### src/hw/rtl/rbs_pkg.sv
`default_nettype none
package rbs_pkg;

    localparam int COORD_BITS = 32;
    localparam int FRAC_BITS  = 16;
    localparam int AXES       = 3;
    localparam int LANES      = 2 * AXES;

    localparam int CFG_ADDR_BITS = 3;

    // configuration register indexes
    localparam logic [CFG_ADDR_BITS-1:0] REG_BOX_MIN_X = 3'd0;
    localparam logic [CFG_ADDR_BITS-1:0] REG_BOX_MIN_Y = 3'd1;
    localparam logic [CFG_ADDR_BITS-1:0] REG_BOX_MIN_Z = 3'd2;
    localparam logic [CFG_ADDR_BITS-1:0] REG_BOX_MAX_X = 3'd3;
    localparam logic [CFG_ADDR_BITS-1:0] REG_BOX_MAX_Y = 3'd4;
    localparam logic [CFG_ADDR_BITS-1:0] REG_BOX_MAX_Z = 3'd5;

    // normal axis codes
    localparam logic [1:0] AXIS_X    = 2'd0;
    localparam logic [1:0] AXIS_Y    = 2'd1;
    localparam logic [1:0] AXIS_Z    = 2'd2;
    localparam logic [1:0] AXIS_NONE = 2'd3;

    // per-ray flags that ride beside the divider lanes
    typedef struct packed {
        logic [AXES-1:0]  dir_zero;  // direction component is zero
        logic [AXES-1:0]  dir_neg;   // enters at max plane, plus normal
        logic [AXES-1:0]  miss;      // zero direction with origin outside slab
        logic [LANES-1:0] q_neg;     // quotient sign per lane (enter, leave per axis)
    } side_t;

endpackage
`default_nettype wire

### src/hw/rtl/rbs_merge.sv
`default_nettype none
module rbs_merge #(
    parameter int COORD_BITS = 32,
    parameter int FRAC_BITS  = 16
) (
    input  wire logic                          aclk,
    input  wire logic                          en,
    input  wire logic [COORD_BITS+FRAC_BITS:0] quot [6],
    input  wire rbs_pkg::side_t                side,
    output logic                               hit,
    output logic [COORD_BITS-1:0]              t_near,
    output logic [COORD_BITS-1:0]              t_far,
    output logic [1:0]                         normal_axis,
    output logic                               normal_positive
);
    import rbs_pkg::*;

    localparam int QW = COORD_BITS + 1 + FRAC_BITS;
    localparam logic [COORD_BITS-1:0] CHALF = {1'b1, {(COORD_BITS-1){1'b0}}};
    localparam logic [COORD_BITS-1:0] SMAX  = {1'b0, {(COORD_BITS-1){1'b1}}};

    typedef struct packed {
        logic                  lim;
        logic [COORD_BITS-1:0] near;
        logic [COORD_BITS-1:0] far;
        logic [1:0]            axis;
        logic                  pos;
    } acc_t;

    localparam acc_t ACC_INIT = '{lim: 1'b0, near: CHALF, far: SMAX,
                                  axis: AXIS_NONE, pos: 1'b0};

    function automatic acc_t fold(input acc_t acc, input logic zero,
                                  input logic [COORD_BITS-1:0] enter,
                                  input logic [COORD_BITS-1:0] leave,
                                  input logic [1:0] idx, input logic p);
        acc_t r;
        r = acc;
        if (!zero) begin
            if (!acc.lim || $signed(enter) > $signed(acc.near)) begin
                r.near = enter;
                r.axis = idx;
                r.pos  = p;
            end
            if (!acc.lim || $signed(leave) < $signed(acc.far)) begin
                r.far = leave;
            end
            r.lim = 1'b1;
        end
        return r;
    endfunction

    // stage 1: saturate and apply sign
    logic [COORD_BITS-1:0] t_reg [LANES];
    side_t                 side_reg;

    always_ff @(posedge aclk) begin
        logic over;
        logic at_half;
        logic [COORD_BITS-1:0] mag;
        if (en) begin
            for (int l = 0; l < LANES; l++) begin
                at_half = quot[l][QW-1:COORD_BITS-1] != '0;
                over    = (quot[l][QW-1:COORD_BITS] != '0)
                       || (quot[l][COORD_BITS-1] && quot[l][COORD_BITS-2:0] != '0);
                if (side.q_neg[l]) begin
                    mag = over ? CHALF : quot[l][COORD_BITS-1:0];
                    t_reg[l] <= ~mag + 1'b1;
                end else begin
                    t_reg[l] <= at_half ? SMAX : quot[l][COORD_BITS-1:0];
                end
            end
            side_reg <= side;
        end
    end

    // stage 2: fold x and y
    acc_t                  acc_reg;
    logic                  miss_reg;
    logic                  zz_reg;
    logic                  zneg_reg;
    logic [COORD_BITS-1:0] zen_reg;
    logic [COORD_BITS-1:0] zlv_reg;

    always_ff @(posedge aclk) begin
        if (en) begin
            acc_reg  <= fold(fold(ACC_INIT, side_reg.dir_zero[0], t_reg[0], t_reg[1],
                                  AXIS_X, side_reg.dir_neg[0]),
                             side_reg.dir_zero[1], t_reg[2], t_reg[3],
                             AXIS_Y, side_reg.dir_neg[1]);
            miss_reg <= |side_reg.miss;
            zz_reg   <= side_reg.dir_zero[2];
            zneg_reg <= side_reg.dir_neg[2];
            zen_reg  <= t_reg[4];
            zlv_reg  <= t_reg[5];
        end
    end

    // stage 3: fold z, decide hit
    always_ff @(posedge aclk) begin
        acc_t fin;
        if (en) begin
            fin = fold(acc_reg, zz_reg, zen_reg, zlv_reg, AXIS_Z, zneg_reg);
            if (miss_reg || $signed(fin.near) > $signed(fin.far)) begin
                hit             <= 1'b0;
                t_near          <= '0;
                t_far           <= '0;
                normal_axis     <= AXIS_NONE;
                normal_positive <= 1'b0;
            end else begin
                hit             <= 1'b1;
                t_near          <= fin.near;
                t_far           <= fin.far;
                normal_axis     <= fin.axis;
                normal_positive <= fin.pos;
            end
        end
    end

endmodule
`default_nettype wire
### config.mk
export PLATFORM = sky130hd
export DESIGN_NAME = rbs_merge
export DESIGN_NICKNAME = d
export VERILOG_FILES = /design/src/hw/rtl/rbs_pkg.sv /design/src/hw/rtl/rbs_merge.sv
export SDC_FILE = /design/constraint.sdc
export NUM_CORES = 1
export LEC_CHECK = 0
export BUFFER_PORTS_ARGS = -buffer_cell sky130_fd_sc_hd__clkbuf_2
export CAP_MARGIN = 20
export CORE_MARGIN = 3
export CORE_UTILIZATION = 40
export CTS_CLUSTER_DIAMETER = 150
export CTS_CLUSTER_SIZE = 8
export DETAILED_ROUTE_END_ITERATION = 10
export PLACE_DENSITY = 0.67
export SYNTH_ARGS = -nofsm -noshare
export SYNTH_HDL_FRONTEND = slang
export SYNTH_SLANG_ARGS = --single-unit
### constraint.sdc
create_clock -name aclk -period 13.13 [get_ports aclk]
set_input_delay 2.626 -clock aclk [delete_from_list [all_inputs] [get_ports aclk]]
set_output_delay 2.626 -clock aclk [all_outputs]
set_load 0.05 [all_outputs]
==> results.json <==
{
  "vias": 23319,
  "endpoint_kind": "flip-flop",
  "post-place-ws_ns": 5.96,
  "post-cts-setup-buffer-count": 0,
  "netlist.area_leader.share_pct": 47.1,
  "cts_buffers": 56,
  "period_share_pct": 50.6,
  "r2r_slack_ns": 6.67,
  "postPlaceCellArea_um2": 28400,
  "syn_to_final_growth_pct": 15.9,
  "rsz0062_at_grt": "false",
  "path_cells": "clkbuf_2 > or4_1 > nor4_2 > nand4_1 > o31ai_4 > and2_1 > nand2_1 > ha_1 > nand2_1 > or3_1 > a21oi_1 > a211oi_1",
  "final_common_cell": "edfxtp_1",
  "power-per-cell-area_nw_per_um2": 123,
  "ys_ff_latch": 404,
  "yosysWarnings": 0,
  "setup_ws_ns": 6.49,
  "slew-limit-headroom_pct": 25.0,
  "antenna_found_initial": 3,
  "globalRouteOverflowTotal": 0,
  "std_cell_rows": 92,
  "die_x_um": 260,
  "top_usage_layer": "met2",
  "syn_avg_cell_area_um2": 9.87,
  "grt_pass1_vias": 21612,
  "cp_top_family": "simple AND/OR/NAND/NOR gates",
  "synthTopCellsByArea": "edfxtp_1 47%, ha_1 8.0%, a21oi_1 4.8%",
  "grt_max_degree": 152,
  "wl_per_cell_um": 22.3,
  "h-tree-depth": 2,
  "ys.flop_type": "edfxtp_1",
  "min_period_ns": 6.64,
  "path_buf_inv": 1,
  "synth_edf_count": 404,
  "worstPathRequired_ns": 13.52,
  "async_flop_share_pct": 0,
  "clkSinkCount": 404,
  "final_cell_mix": "404 x edfxtp_1, 377 x clkbuf_2, 244 x a21oi_1",
  "final_cells": 3770,
  "dp_hpwl_um": 63800,
  "final.setup.tns_ns": 0,
  "setup_viol": 0,
  "max_cap_viol_count": 0,
  "cp_max_fo": 26,
  "first_iter_violations": 2295,
  "cts_tree": "yes",
  "groute.usage.overall_pct": 23.9,
  "drive_gt1_share_pct": 17.9,
  "worst_path_largest_cell_delay_ns": 0.85,
  "ioPinCount": 379,
  "crit_path_frequent_cell": "nand2_1",
  "final_area_um2": 29900,
  "dr.pass1.iters": 6,
  "largest_register_ffs": 192,
  "synth_cell_types": 87,
  "fin_nets": 3398,
  "hold_path.class": "flip-flop to flip-flop",
  "vias_per_cell": 6.19,
  "place_inst": 3709,
  "detail_route.wirelength_um": 84000,
  "cts.clk_slew.worst_paths_ns": 0.05,
  "crit_start": "quot[58]",
  "use_met1_pct": 34.5,
  "synthCells": 2612,
  "core_um2": 63400,
  "slew_viol_final": 0,
  "grt_pass1_wl_um": 126000,
  "die_height_um": 260,
  "yosysSeqAreaShare_pct": 47.1,
  "yosysTopAreaCell": "edfxtp_1",
  "syn_nets": 3087,
  "worstSetupPathType": "input port to flip-flop",
  "finClkSkew_ns": 0.0124,
  "drc": 0,
  "tightest_slew_ns": 1.12,
  "hold_violations": 0,
  "start_util_pct": 40.6,
  "cts_buffer_depth": 3,
  "ir_worst_vdd_mv": 0.0950,
  "dieArea_um2": 67500,
  "cp.arrival_ns": 7.03,
  "grt.met2_usage_pct": 37.5,
  "leakagePower_uw": 0.0115,
  "cts_resized": 0,
  "grt_use_met3_pct": 3.12,
  "worstSkewPairLatency_ns": 0.57,
  "port_buffers": 378,
  "antenna_left": 0,
  "place_congestion": 0.930,
  "cts.root.buffer_cell": "clkbuf_16",
  "fmax_ghz": 0.151,
  "cp-start-kind": "input port",
  "postCtsHoldBufs": 0,
  "r2r-start": "acc_reg[34]",
  "crit_slowest_cell": "and2_1",
  "syn-cell-area_um2": 25800,
  "min_from": "t_reg[2][5]",
  "final_util_pct": 47.1,
  "status": "finished, final reports clean"
}
==> per-stage QoR <==
| stage | total power [uW] | hold WS [ns] |
|---|---|---|
| floorplan | 2110 | 0.400 |
| global placement | 2410 | 0.404 |
| detailed placement | 2430 | 0.405 |
| CTS | 3690 | 0.411 |
| global route | 3850 | 0.419 |
| finish | 3680 | 0.413 |
==> worst register-to-register path, delay by kind of cell (launching register included) <==
kind | cells | cell delay (ns)
buffers and inverters | 3 | 0.95
flip-flops | 1 | 0.41
AND/OR/NAND/NOR | 6 | 1.78
AO/OA/AOI/OAI | 7 | 2.32
adder cells (fa/ha/maj) | 2 | 0.69
==> layer usage <==
layer  wire length (um)  share of wire, %
met1              36800                44
met2              38400                46
met3               6720               8.0
met4               2110               2.5
met5                  0                 0
==> where the power goes <==
part / internal (uW) / switching (uW) / leakage, uW
combinational: 270 / 504 / 0.00687
clock: 769 / 479 / 0.000717
sequential: 1570 / 85.6 / 0.00395
total: 2610 / 1070 / 0.0115
==> final timing paths <==
check	end	cells past startpoint
min	zen_reg[5]	0
max	t_reg[2][14]	12
min reg2reg	zen_reg[5]	0
max reg2reg	t_near[4]	18
==> cell type report <==
type	count	area, um2
Clock inverter	1	30.0
Multi-Input combinational cell	1954	12700
Clock buffer	57	1430
Fill cell	5885	33600
Tap cell	846	1060
Inverter	98	368
Sequential cell	404	12100
Timing Repair Buffer	409	2170
Antenna cell	1	2.50
==> synthesized netlist by cell type (40+ instances only) <==
cell      instances
nand2_1         206
edfxtp_1        404
o21ai_0         148
a21oi_1         247
or3_1            43
clkbuf_1        127
inv_1            98
and2_1           50
ha_1            164
o22a_1           40
nor4_1           49
o31ai_1          51
nor2_1          218
a21o_1           43
nand3_1          80
nand4_1          73
nor3_1           79
a31oi_1          51
==> logic make-up after synthesis <==
group | after synthesis | synth area share [%]
xor+xnor | 14 | 0.476
mux | 7 | 0.282
compound gates | 842 | 22.1
fa+ha+maj | 164 | 7.96
buf+inv | 254 | 3.95
simple gates | 927 | 18.2
flops | 404 | 47.1
(Power assumes the default switching activity.)
