File: config.mk
export PLATFORM = sky130hd
export DESIGN_NAME = rbs_front
export DESIGN_NICKNAME = d
export VERILOG_FILES = /design/src/hw/rtl/rbs_pkg.sv /design/src/hw/rtl/rbs_front.sv
export SDC_FILE = /design/constraint.sdc
export NUM_CORES = 1
export LEC_CHECK = 0
export ABC_AREA = 1
export BUFFER_PORTS_ARGS = -buffer_cell sky130_fd_sc_hd__buf_2
export CAP_MARGIN = 0
export CORE_MARGIN = 5
export CORE_UTILIZATION = 45
export CTS_CLUSTER_SIZE = 40
export DETAILED_ROUTE_END_ITERATION = 8
export PLACE_DENSITY = 0.71
export SLEW_MARGIN = 40
export SYNTH_ARGS = -nofsm -noshare
export SYNTH_HDL_FRONTEND = slang
export SYNTH_SLANG_ARGS = --single-unit
File: constraint.sdc
create_clock -name aclk -period 2.35 [get_ports aclk]
set_input_delay 0.1175 -clock aclk [delete_from_list [all_inputs] [get_ports aclk]]
set_output_delay 0.1175 -clock aclk [all_outputs]
set_load 0.1 [all_outputs]
File: src/hw/rtl/rbs_pkg.sv
`default_nettype none
package rbs_pkg;

    localparam int COORD_BITS = 32;
    localparam int FRAC_BITS  = 16;
    localparam int AXES       = 3;
    localparam int LANES      = 2 * AXES;

    localparam int CFG_ADDR_BITS = 3;

    // configuration register indexes
    localparam logic [CFG_ADDR_BITS-1:0] REG_BOX_MIN_X = 3'd0;
    localparam logic [CFG_ADDR_BITS-1:0] REG_BOX_MIN_Y = 3'd1;
    localparam logic [CFG_ADDR_BITS-1:0] REG_BOX_MIN_Z = 3'd2;
    localparam logic [CFG_ADDR_BITS-1:0] REG_BOX_MAX_X = 3'd3;
    localparam logic [CFG_ADDR_BITS-1:0] REG_BOX_MAX_Y = 3'd4;
    localparam logic [CFG_ADDR_BITS-1:0] REG_BOX_MAX_Z = 3'd5;

    // normal axis codes
    localparam logic [1:0] AXIS_X    = 2'd0;
    localparam logic [1:0] AXIS_Y    = 2'd1;
    localparam logic [1:0] AXIS_Z    = 2'd2;
    localparam logic [1:0] AXIS_NONE = 2'd3;

    // per-ray flags that ride beside the divider lanes
    typedef struct packed {
        logic [AXES-1:0]  dir_zero;  // direction component is zero
        logic [AXES-1:0]  dir_neg;   // enters at max plane, plus normal
        logic [AXES-1:0]  miss;      // zero direction with origin outside slab
        logic [LANES-1:0] q_neg;     // quotient sign per lane (enter, leave per axis)
    } side_t;

endpackage
`default_nettype wire

File: src/hw/rtl/rbs_front.sv
`default_nettype none
module rbs_front #(
    parameter int COORD_BITS = 32
) (
    input  wire logic                         aclk,
    input  wire logic                         en,
    input  wire logic [COORD_BITS-1:0]        origin [3],
    input  wire logic [COORD_BITS-1:0]        dir    [3],
    input  wire logic [COORD_BITS-1:0]        box_lo [3],
    input  wire logic [COORD_BITS-1:0]        box_hi [3],
    output logic      [COORD_BITS:0]          num_mag [6],
    output logic      [COORD_BITS-1:0]        den_mag [6],
    output rbs_pkg::side_t                    side
);
    import rbs_pkg::*;

    logic [COORD_BITS:0]   dlo_reg [AXES];
    logic [COORD_BITS:0]   dhi_reg [AXES];
    logic [COORD_BITS-1:0] dir_reg [AXES];

    logic [COORD_BITS:0]   num_next [LANES];
    logic [COORD_BITS-1:0] den_next [LANES];
    side_t                 side_next;

    // stage 1: plane minus origin on both planes
    always_ff @(posedge aclk) begin
        if (en) begin
            for (int a = 0; a < AXES; a++) begin
                dlo_reg[a] <= {box_lo[a][COORD_BITS-1], box_lo[a]}
                            - {origin[a][COORD_BITS-1], origin[a]};
                dhi_reg[a] <= {box_hi[a][COORD_BITS-1], box_hi[a]}
                            - {origin[a][COORD_BITS-1], origin[a]};
                dir_reg[a] <= dir[a];
            end
        end
    end

    // stage 2: order planes by direction sign, take magnitudes
    always_comb begin
        logic                  dneg;
        logic [COORD_BITS:0]   en_num;
        logic [COORD_BITS:0]   lv_num;
        logic [COORD_BITS-1:0] dmag;
        side_next = '0;
        for (int a = 0; a < AXES; a++) begin
            dneg   = dir_reg[a][COORD_BITS-1];
            en_num = dneg ? dhi_reg[a] : dlo_reg[a];
            lv_num = dneg ? dlo_reg[a] : dhi_reg[a];
            dmag   = dneg ? (~dir_reg[a] + 1'b1) : dir_reg[a];
            num_next[2*a]     = en_num[COORD_BITS] ? (~en_num + 1'b1) : en_num;
            num_next[2*a + 1] = lv_num[COORD_BITS] ? (~lv_num + 1'b1) : lv_num;
            den_next[2*a]     = dmag;
            den_next[2*a + 1] = dmag;
            side_next.dir_zero[a] = (dir_reg[a] == '0);
            side_next.dir_neg[a]  = dneg;
            side_next.miss[a]     = (dir_reg[a] == '0)
                && ((!dlo_reg[a][COORD_BITS] && dlo_reg[a] != '0) || dhi_reg[a][COORD_BITS]);
            side_next.q_neg[2*a]     = en_num[COORD_BITS] ^ dneg;
            side_next.q_neg[2*a + 1] = lv_num[COORD_BITS] ^ dneg;
        end
    end

    always_ff @(posedge aclk) begin
        if (en) begin
            num_mag <= num_next;
            den_mag <= den_next;
            side    <= side_next;
        end
    end

endmodule
`default_nettype wire

==> results_dict.tcl, run 1 <==
set metrics [dict create \
    status "completed" \
    worst-slew-pin-transition_ns 0.8023 \
    powerDensity_mw_per_mm2 798.9 \
    grt_pass1_vias 43280 \
    whs_ns 0.03198 \
    die_area_mm2 0.1068 \
    dieWidth_um 326.8 \
    fin_crit_sh_pct 96.53 \
    synth_cell_types 41 \
    seq_power_share_pct 33.2 \
    largest_register_ffs 198 \
    drive_gt1_share_pct 18.87 \
    critical_path.endpoint "num_mag[136]$_DFFE_PP_" \
    drv_cap 0 \
    wirelength_um 175700 \
    fin_skew_ns 0.03008 \
    layout_commonest_cell "nand2_1" \
    worstRegToRegCells 9 \
    syn_area_mm2 0.04516 \
    syn_nets 6885 \
    core_area_mm2 0.09986 \
    ioPinCount 791 \
    drv_slew 0 \
    crit_path_end_kind "flip-flop" \
    die_h_um 326.8 \
    synth_seq_cells 603 \
    r2r_slack_ns 0.08 \
    cts_sinks 603 \
    cts_buffer_depth 3 \
    gp_congestion 1.019 \
    max_freq_mhz 440.8 \
    grt_pass1_wl_um 256300 \
    port_buffers 790 \
    cp.required_ns 2.72 \
    power_switching_share_pct 45.83 \
    path_clk_slew_ns 0.06 \
    ir_drop_v 0.0006285 \
    async_reset_ff_share_pct 0 \
    via_per_inst 5.184 \
    start_util_pct 45.23 \
    vias 45610 \
    cts-buffers-inserted 69 \
    wire_per_inst_um 19.97 \
    drtIter0Drc 4162 \
    final_core_util_pct 56.47 \
    rows 116 \
    finalHoldViolCount 0 \
    rr_startpoint "dir_reg[0][31]$_DFFE_PP_" \
    clk_latency_ns 0.63 \
    layout_min_cycle_time_ns 2.268 \
    clockRootBuffer "clkbuf_16" \
    cts_tree "yes" \
    power.share.combinational_pct 43.8 \
    grt-ovfl-total 0 \
    synth_edf_count 603 \
    worstSetupPathType "reg2reg" \
    avgSynthCellArea_um2 7.178 \
    area_delta_synth_final_pct 24.85 \
    r2r-end "num_mag[136]$_DFFE_PP_" \
    layout.nets 8028 \
    start_kind "flip-flop" \
    ant_nets 0 \
    firstDrtPassIters 6 \
    p_sw_w 0.02065 \
    antenna_found_initial 14 \
    drc 0 \
    grt_max_degree 69 \
    power_frac_clock_pct 23.0 \
    ys.flop_type "edfxtp_1" \
    hold_path_class "in2reg" \
    synthCells 6292 \
    setup_viol 0 \
    place_hpwl_um 146600 \
    htreeDepth 3 \
    arrival_ns 2.64 \
    startpoint "dir_reg[0][31]$_DFFE_PP_" \
    grt.total_usage_pct 31.26 \
    timing.slew.headroom_pct 46.51 \
    critPathMaxFanout 17 \
    internal_power_w 0.02440 \
    layout_common_cells "2199 x nand2_1, 935 x inv_1, 790 x buf_2" \
    ys_warn_count 0 \
    total_leakage_power_nw 28.12 \
    setup_tns_ns 0 \
    hold_start "box_lo[95]" \
    rsz0062_at_grt "true" \
    yosysSeqAreaShare_pct 40.09 \
]
## metrics by stage
| stage | area, um2 | setup slack, ns | cells | total power [W] |
|---|---|---|---|---|
| global route | 56370 | -0.06325 | 8793 | 0.04702 |
| global placement | 52170 | -0.1072 | 8518 | 0.03407 |
| floorplan | 45160 | 0.2496 | 6292 | 0.02838 |
| CTS | 55630 | -0.002481 | 8774 | 0.04471 |
| detailed placement | 52170 | -0.09547 | 8518 | 0.03415 |
| finish | 56390 | 0.08161 | 8798 | 0.04505 |
## synthesized netlist by cell type (all sizes together) (5+ instances only)
| master | count | share of area, % |
|---|---|---|
| nor2 | 696 | 5.9 |
| o21bai | 8 | 0.13 |
| o21ai | 387 | 4.5 |
| xor2 | 248 | 4.8 |
| buf | 179 | 2.9 |
| a31oi | 10 | 0.14 |
| nor3 | 73 | 0.82 |
| ha | 201 | 5.6 |
| inv | 950 | 7.9 |
| a21o | 6 | 0.10 |
| xnor2 | 26 | 0.50 |
| edfxtp | 603 | 40 |
| fa | 6 | 0.27 |
| o31ai | 5 | 0.083 |
| nand2 | 2241 | 19 |
| nand3 | 299 | 3.3 |
| nand4 | 58 | 0.80 |
| clkbuf | 11 | 0.091 |
| a21oi | 232 | 2.6 |
| nand3b | 28 | 0.47 |
| nor4 | 10 | 0.14 |
## how the worst min path moves through the flow
stage / endpoint / depth (start not counted) / slack [ns]
2_1_floorplan: dir_reg[0][0]$_DFFE_PP_ / 0 / 0.22
3_3_place_gp: dir_reg[0][29]$_DFFE_PP_ / 1 / 0.30
3_5_place_dp: dir_reg[0][48]$_DFFE_PP_ / 1 / 0.30
4_1_cts: dlo_reg[0][73]$_DFFE_PP_ / 3 / 0.001
5_1_grt: dhi_reg[0][34]$_DFFE_PP_ / 4 / 0.01
6_report: dlo_reg[0][32]$_DFFE_PP_ / 4 / 0.03
## worst max-delay path, stage by stage, from the launching register on
cell and delay [ns]:
edfxtp_1 0.42, buf_12 0.19, buf_4 0.14, o21a_1 0.20
ha_1 0.19, nand3_1 0.13, nor2_4 0.06, nor2_1 0.14
xor2_1 0.44, inv_1 0.07
## layer usage
metal	vias to the layer above	track usage [%]	wire length, um
li1	22280	-	-
met1	21050	40.85	72720
met2	1913	52.12	81370
met3	363	4.072	12030
met4	4	13.99	9596
met5	-	0	28
## kinds of logic after synthesis
logic type                 count (synthesis)  synth area share, %
buffers and inverters                   1141                10.92
adders and majority gates                207                5.834
xor gates and xnor gates                 274                5.313
and+or+nand+nor                         3411                30.22
DFF                                      603                40.09
AOI/OAI and AO/OA                        656                7.621
## power by group through the flow
| stage | clock (W) | sequential [W] | combinational [W] |
|---|---|---|---|
| 4_1_cts | 0.0105 | 0.0149 | 0.0193 |
| 5_1_grt | 0.0110 | 0.0151 | 0.0209 |
| 6_report | 0.0104 | 0.0149 | 0.0197 |
| 3_3_place_gp | 0 | 0.0151 | 0.0190 |
| 2_1_floorplan | 0 | 0.0205 | 0.00792 |
| 3_5_place_dp | 0 | 0.0151 | 0.0190 |
## cell type report
cell class,count,area [um2]
clock inverter,40,326.6
sequential,603,18110
inverter,951,3586
antenna,10,25.02
tap,1298,1624
fill,9577,43470
timing repair buffer,1262,8289
clock buffer,86,1812
multi-input combinational,4548,22620
## what timing repair did
item	4_1_cts	5_1_grt
gates cloned	0	7
buffers inserted	0	7
pin swaps	0	8
setup endpoints to repair	9	106
hold buffers	130	0
gates resized for setup	7	172
hold endpoints to repair	137	0
No activity file was read; power rests on OpenSTA's default activity.
==> run 2, diff against run 1 <==
--- a/config.mk
+++ b/config.mk
@@ -8,7 +8,6 @@
 export ABC_AREA = 1
 export BUFFER_PORTS_ARGS = -buffer_cell sky130_fd_sc_hd__buf_2
 export CAP_MARGIN = 0
-export CORE_MARGIN = 5
 export CORE_UTILIZATION = 45
 export CTS_CLUSTER_SIZE = 40
 export DETAILED_ROUTE_END_ITERATION = 8
==> run 2 against run 1 <==
Compared with the run above: global-route usage is 2.3 points higher; non-clock buffer count fell by 40; clock power about the same; sequential power hardly changed; register-to-register slack worse by 0.05 ns; hold slack improved by 0.0058 ns; worst setup slack lost 0.049 ns.
==> results_dict.tcl, run 2 (synthesis gave the netlist of run 1 again) <==
set metrics [dict create \
    status "completed" \
    rr_startpoint "dir_reg[0][63]$_DFFE_PP_" \
    regArea_mm2 0.01811 \
    cts-buffers-inserted 69 \
    drc 0 \
    grt_pass1_wl_um 256600 \
    drv_cap 0 \
    power_switching_share_pct 45.69 \
    ioPinCount 791 \
    worst-slew-pin-transition_ns 0.9595 \
    max_freq_mhz 431.6 \
    fin_crit_sh_pct 98.61 \
    p_sw_w 0.02084 \
    worstRegToRegCells 14 \
    grt_max_degree 82 \
    antenna_found_initial 4 \
    cpMaxStageDelayCell "edfxtp_1" \
    die_h_um 318.8 \
    seq_power_share_pct 33.1 \
    power.share.combinational_pct 43.6 \
    layout_common_cells "2196 x nand2_1, 931 x inv_1, 789 x buf_2" \
    layout_commonest_cell "nand2_1" \
    crit_path_end_kind "flip-flop" \
    preCtsSetupSlack_ns -0.3170 \
    via_per_inst 5.216 \
    cp_common_cell "nand2_1" \
    start_util_pct 45.69 \
    drv_slew 0 \
    drive_gt1_share_pct 18.98 \
    gp_congestion 1.031 \
    start_kind "flip-flop" \
    rsz0062_at_grt "true" \
    worst_path_dominant_cell_family "buffers and inverters" \
    cts_buffer_depth 3 \
    ant_nets 0 \
    path_cells "buf_6 > buf_12 > buf_6 > o21ai_1 > buf_4 > nor2_1 > nand2_1 > nor2_1 > nand2_1 > nand2_1 > nand2_1 > nand2_1 > nand2_1 > inv_1" \
    slowest_delay_ns 0.42 \
    arrival_ns 2.70 \
    internal_power_w 0.02477 \
    setup_slack_ns 0.03278 \
    setup_viol 0 \
    totalPowerFinal_w 0.04560 \
    r2r-end "num_mag[89]$_DFFE_PP_" \
    wirelength_um 176600 \
    cp.required_ns 2.73 \
    ir_drop_v 0.0006277 \
    startpoint "dir_reg[0][63]$_DFFE_PP_" \
    clk_latency_ns 0.63 \
    grt.total_usage_pct 33.57 \
    power_frac_clock_pct 23.3 \
    multi_input_area_mm2 0.02264 \
    area_delta_synth_final_pct 24.11 \
    rows 115 \
    die_area_mm2 0.1016 \
    drtIter0Drc 4655 \
    powerDensity_mw_per_mm2 813.6 \
    path_clk_slew_ns 0.06 \
    firstDrtPassIters 6 \
    critical_path.endpoint "num_mag[89]$_DFFE_PP_" \
    largest_register_ffs 198 \
    layout.nets 7988 \
    place_hpwl_um 147900 \
    grt-ovfl-total 0 \
    cts_tree "yes" \
    worstSetupPathType "reg2reg" \
    cts_sinks 603 \
    vias 45560 \
    core_area_mm2 0.09885 \
    htreeDepth 3 \
    fin_skew_ns 0.03546 \
    port_buffers 790 \
    dieWidth_um 318.8 \
    hold_path_class "in2reg" \
    r2r_slack_ns 0.03 \
    clockRootBuffer "clkbuf_16" \
    setup_tns_ns 0 \
    timing.slew.headroom_pct 35.35 \
    worstPathBufferInverterCount 5 \
    fill_cells 9375 \
    grt_pass1_vias 42310 \
    layout_min_cycle_time_ns 2.317 \
    wire_per_inst_um 20.21 \
    cp.depth 14 \
    finalHoldViolCount 0 \
    total_leakage_power_nw 27.99 \
    critPathMaxFanout 13 \
]
[run 2: changes by cell type in the layout (fill, tap and decap cells not counted), moves of 5 or more]
cell and delta:
inv_2 +5, dlygate4sd3_1 -27, o21ai_0 +5, buf_6 +10, nor2_2 +14, o21ai_1 -11, nor2_1 -7, clkbuf_1 -9
diode_2 -8, buf_4 -20, clkinv_1 +6, clkinv_2 -7, nor2_4 -7
[run 2: layer usage]
metal	share of wire, %	GRT usage [%]
met3	8.4	4.782
met5	0.025	0
met4	3.8	11.89
met1	44	47.74
met2	44	51.95
[run 2: worst min path at each step]
stage,start,end,slack (ns),cells past startpoint
after floorplan,dir[64],dir_reg[0][0]$_DFFE_PP_,0.22,0
final,box_hi[34],dhi_reg[0][35]$_DFFE_PP_,0.04,3
after global routing,box_hi[34],dhi_reg[0][35]$_DFFE_PP_,0.03,3
after CTS,box_hi[34],dhi_reg[0][35]$_DFFE_PP_,0.001,3
after detailed placement,dir[41],dir_reg[0][41]$_DFFE_PP_,0.30,1
after global placement,dir[66],dir_reg[0][2]$_DFFE_PP_,0.30,1
[run 2: per-stage QoR]
step	instance area [um2]	hold WS [ns]	utilization (%)	instances
floorplan	45160	0.2164	-	6292
global placement	52000	0.2955	52.60	8494
detailed placement	52000	0.2956	52.60	8494
CTS	55330	0.001200	55.97	8718
global route	56050	0.02677	56.70	8733
finish	56050	0.03778	56.70	8734
[run 2: tightest hold or removal path, stage by stage]
cell	delay, ns
buf_2	0.09
ha_1	0.19
xnor2_1	0.15
[run 2: cell type report]
type / count / share of cell area, %
diodes: 2 / 0.008929
clock buffers: 78 / 3.217
clock inverters: 43 / 0.7009
inverters: 951 / 6.400
multi-input cells: 4548 / 40.40
flip-flops and latches: 603 / 32.30
well taps: 1287 / 2.873
repair buffers: 1222 / 14.10
[run 2: power by group through the flow]
stage	Combinational, W	Clock [W]	Sequential [W]
after CTS	0.0193	0.0108	0.0151
final	0.0199	0.0106	0.0151
after global routing	0.0210	0.0112	0.0152
after global placement	0.0190	0	0.0152
after floorplan	0.00792	0	0.0205
after detailed placement	0.0191	0	0.0153
[run 2: repair_timing]
item / 4_1_cts / 5_1_grt
gates cloned: 0 / 4
hold buffers: 103 / 0
pin swaps: 4 / 24
setup endpoints to repair: 37 / 110
gates resized for setup: 33 / 177
hold endpoints to repair: 119 / 0
buffers inserted: 0 / 11
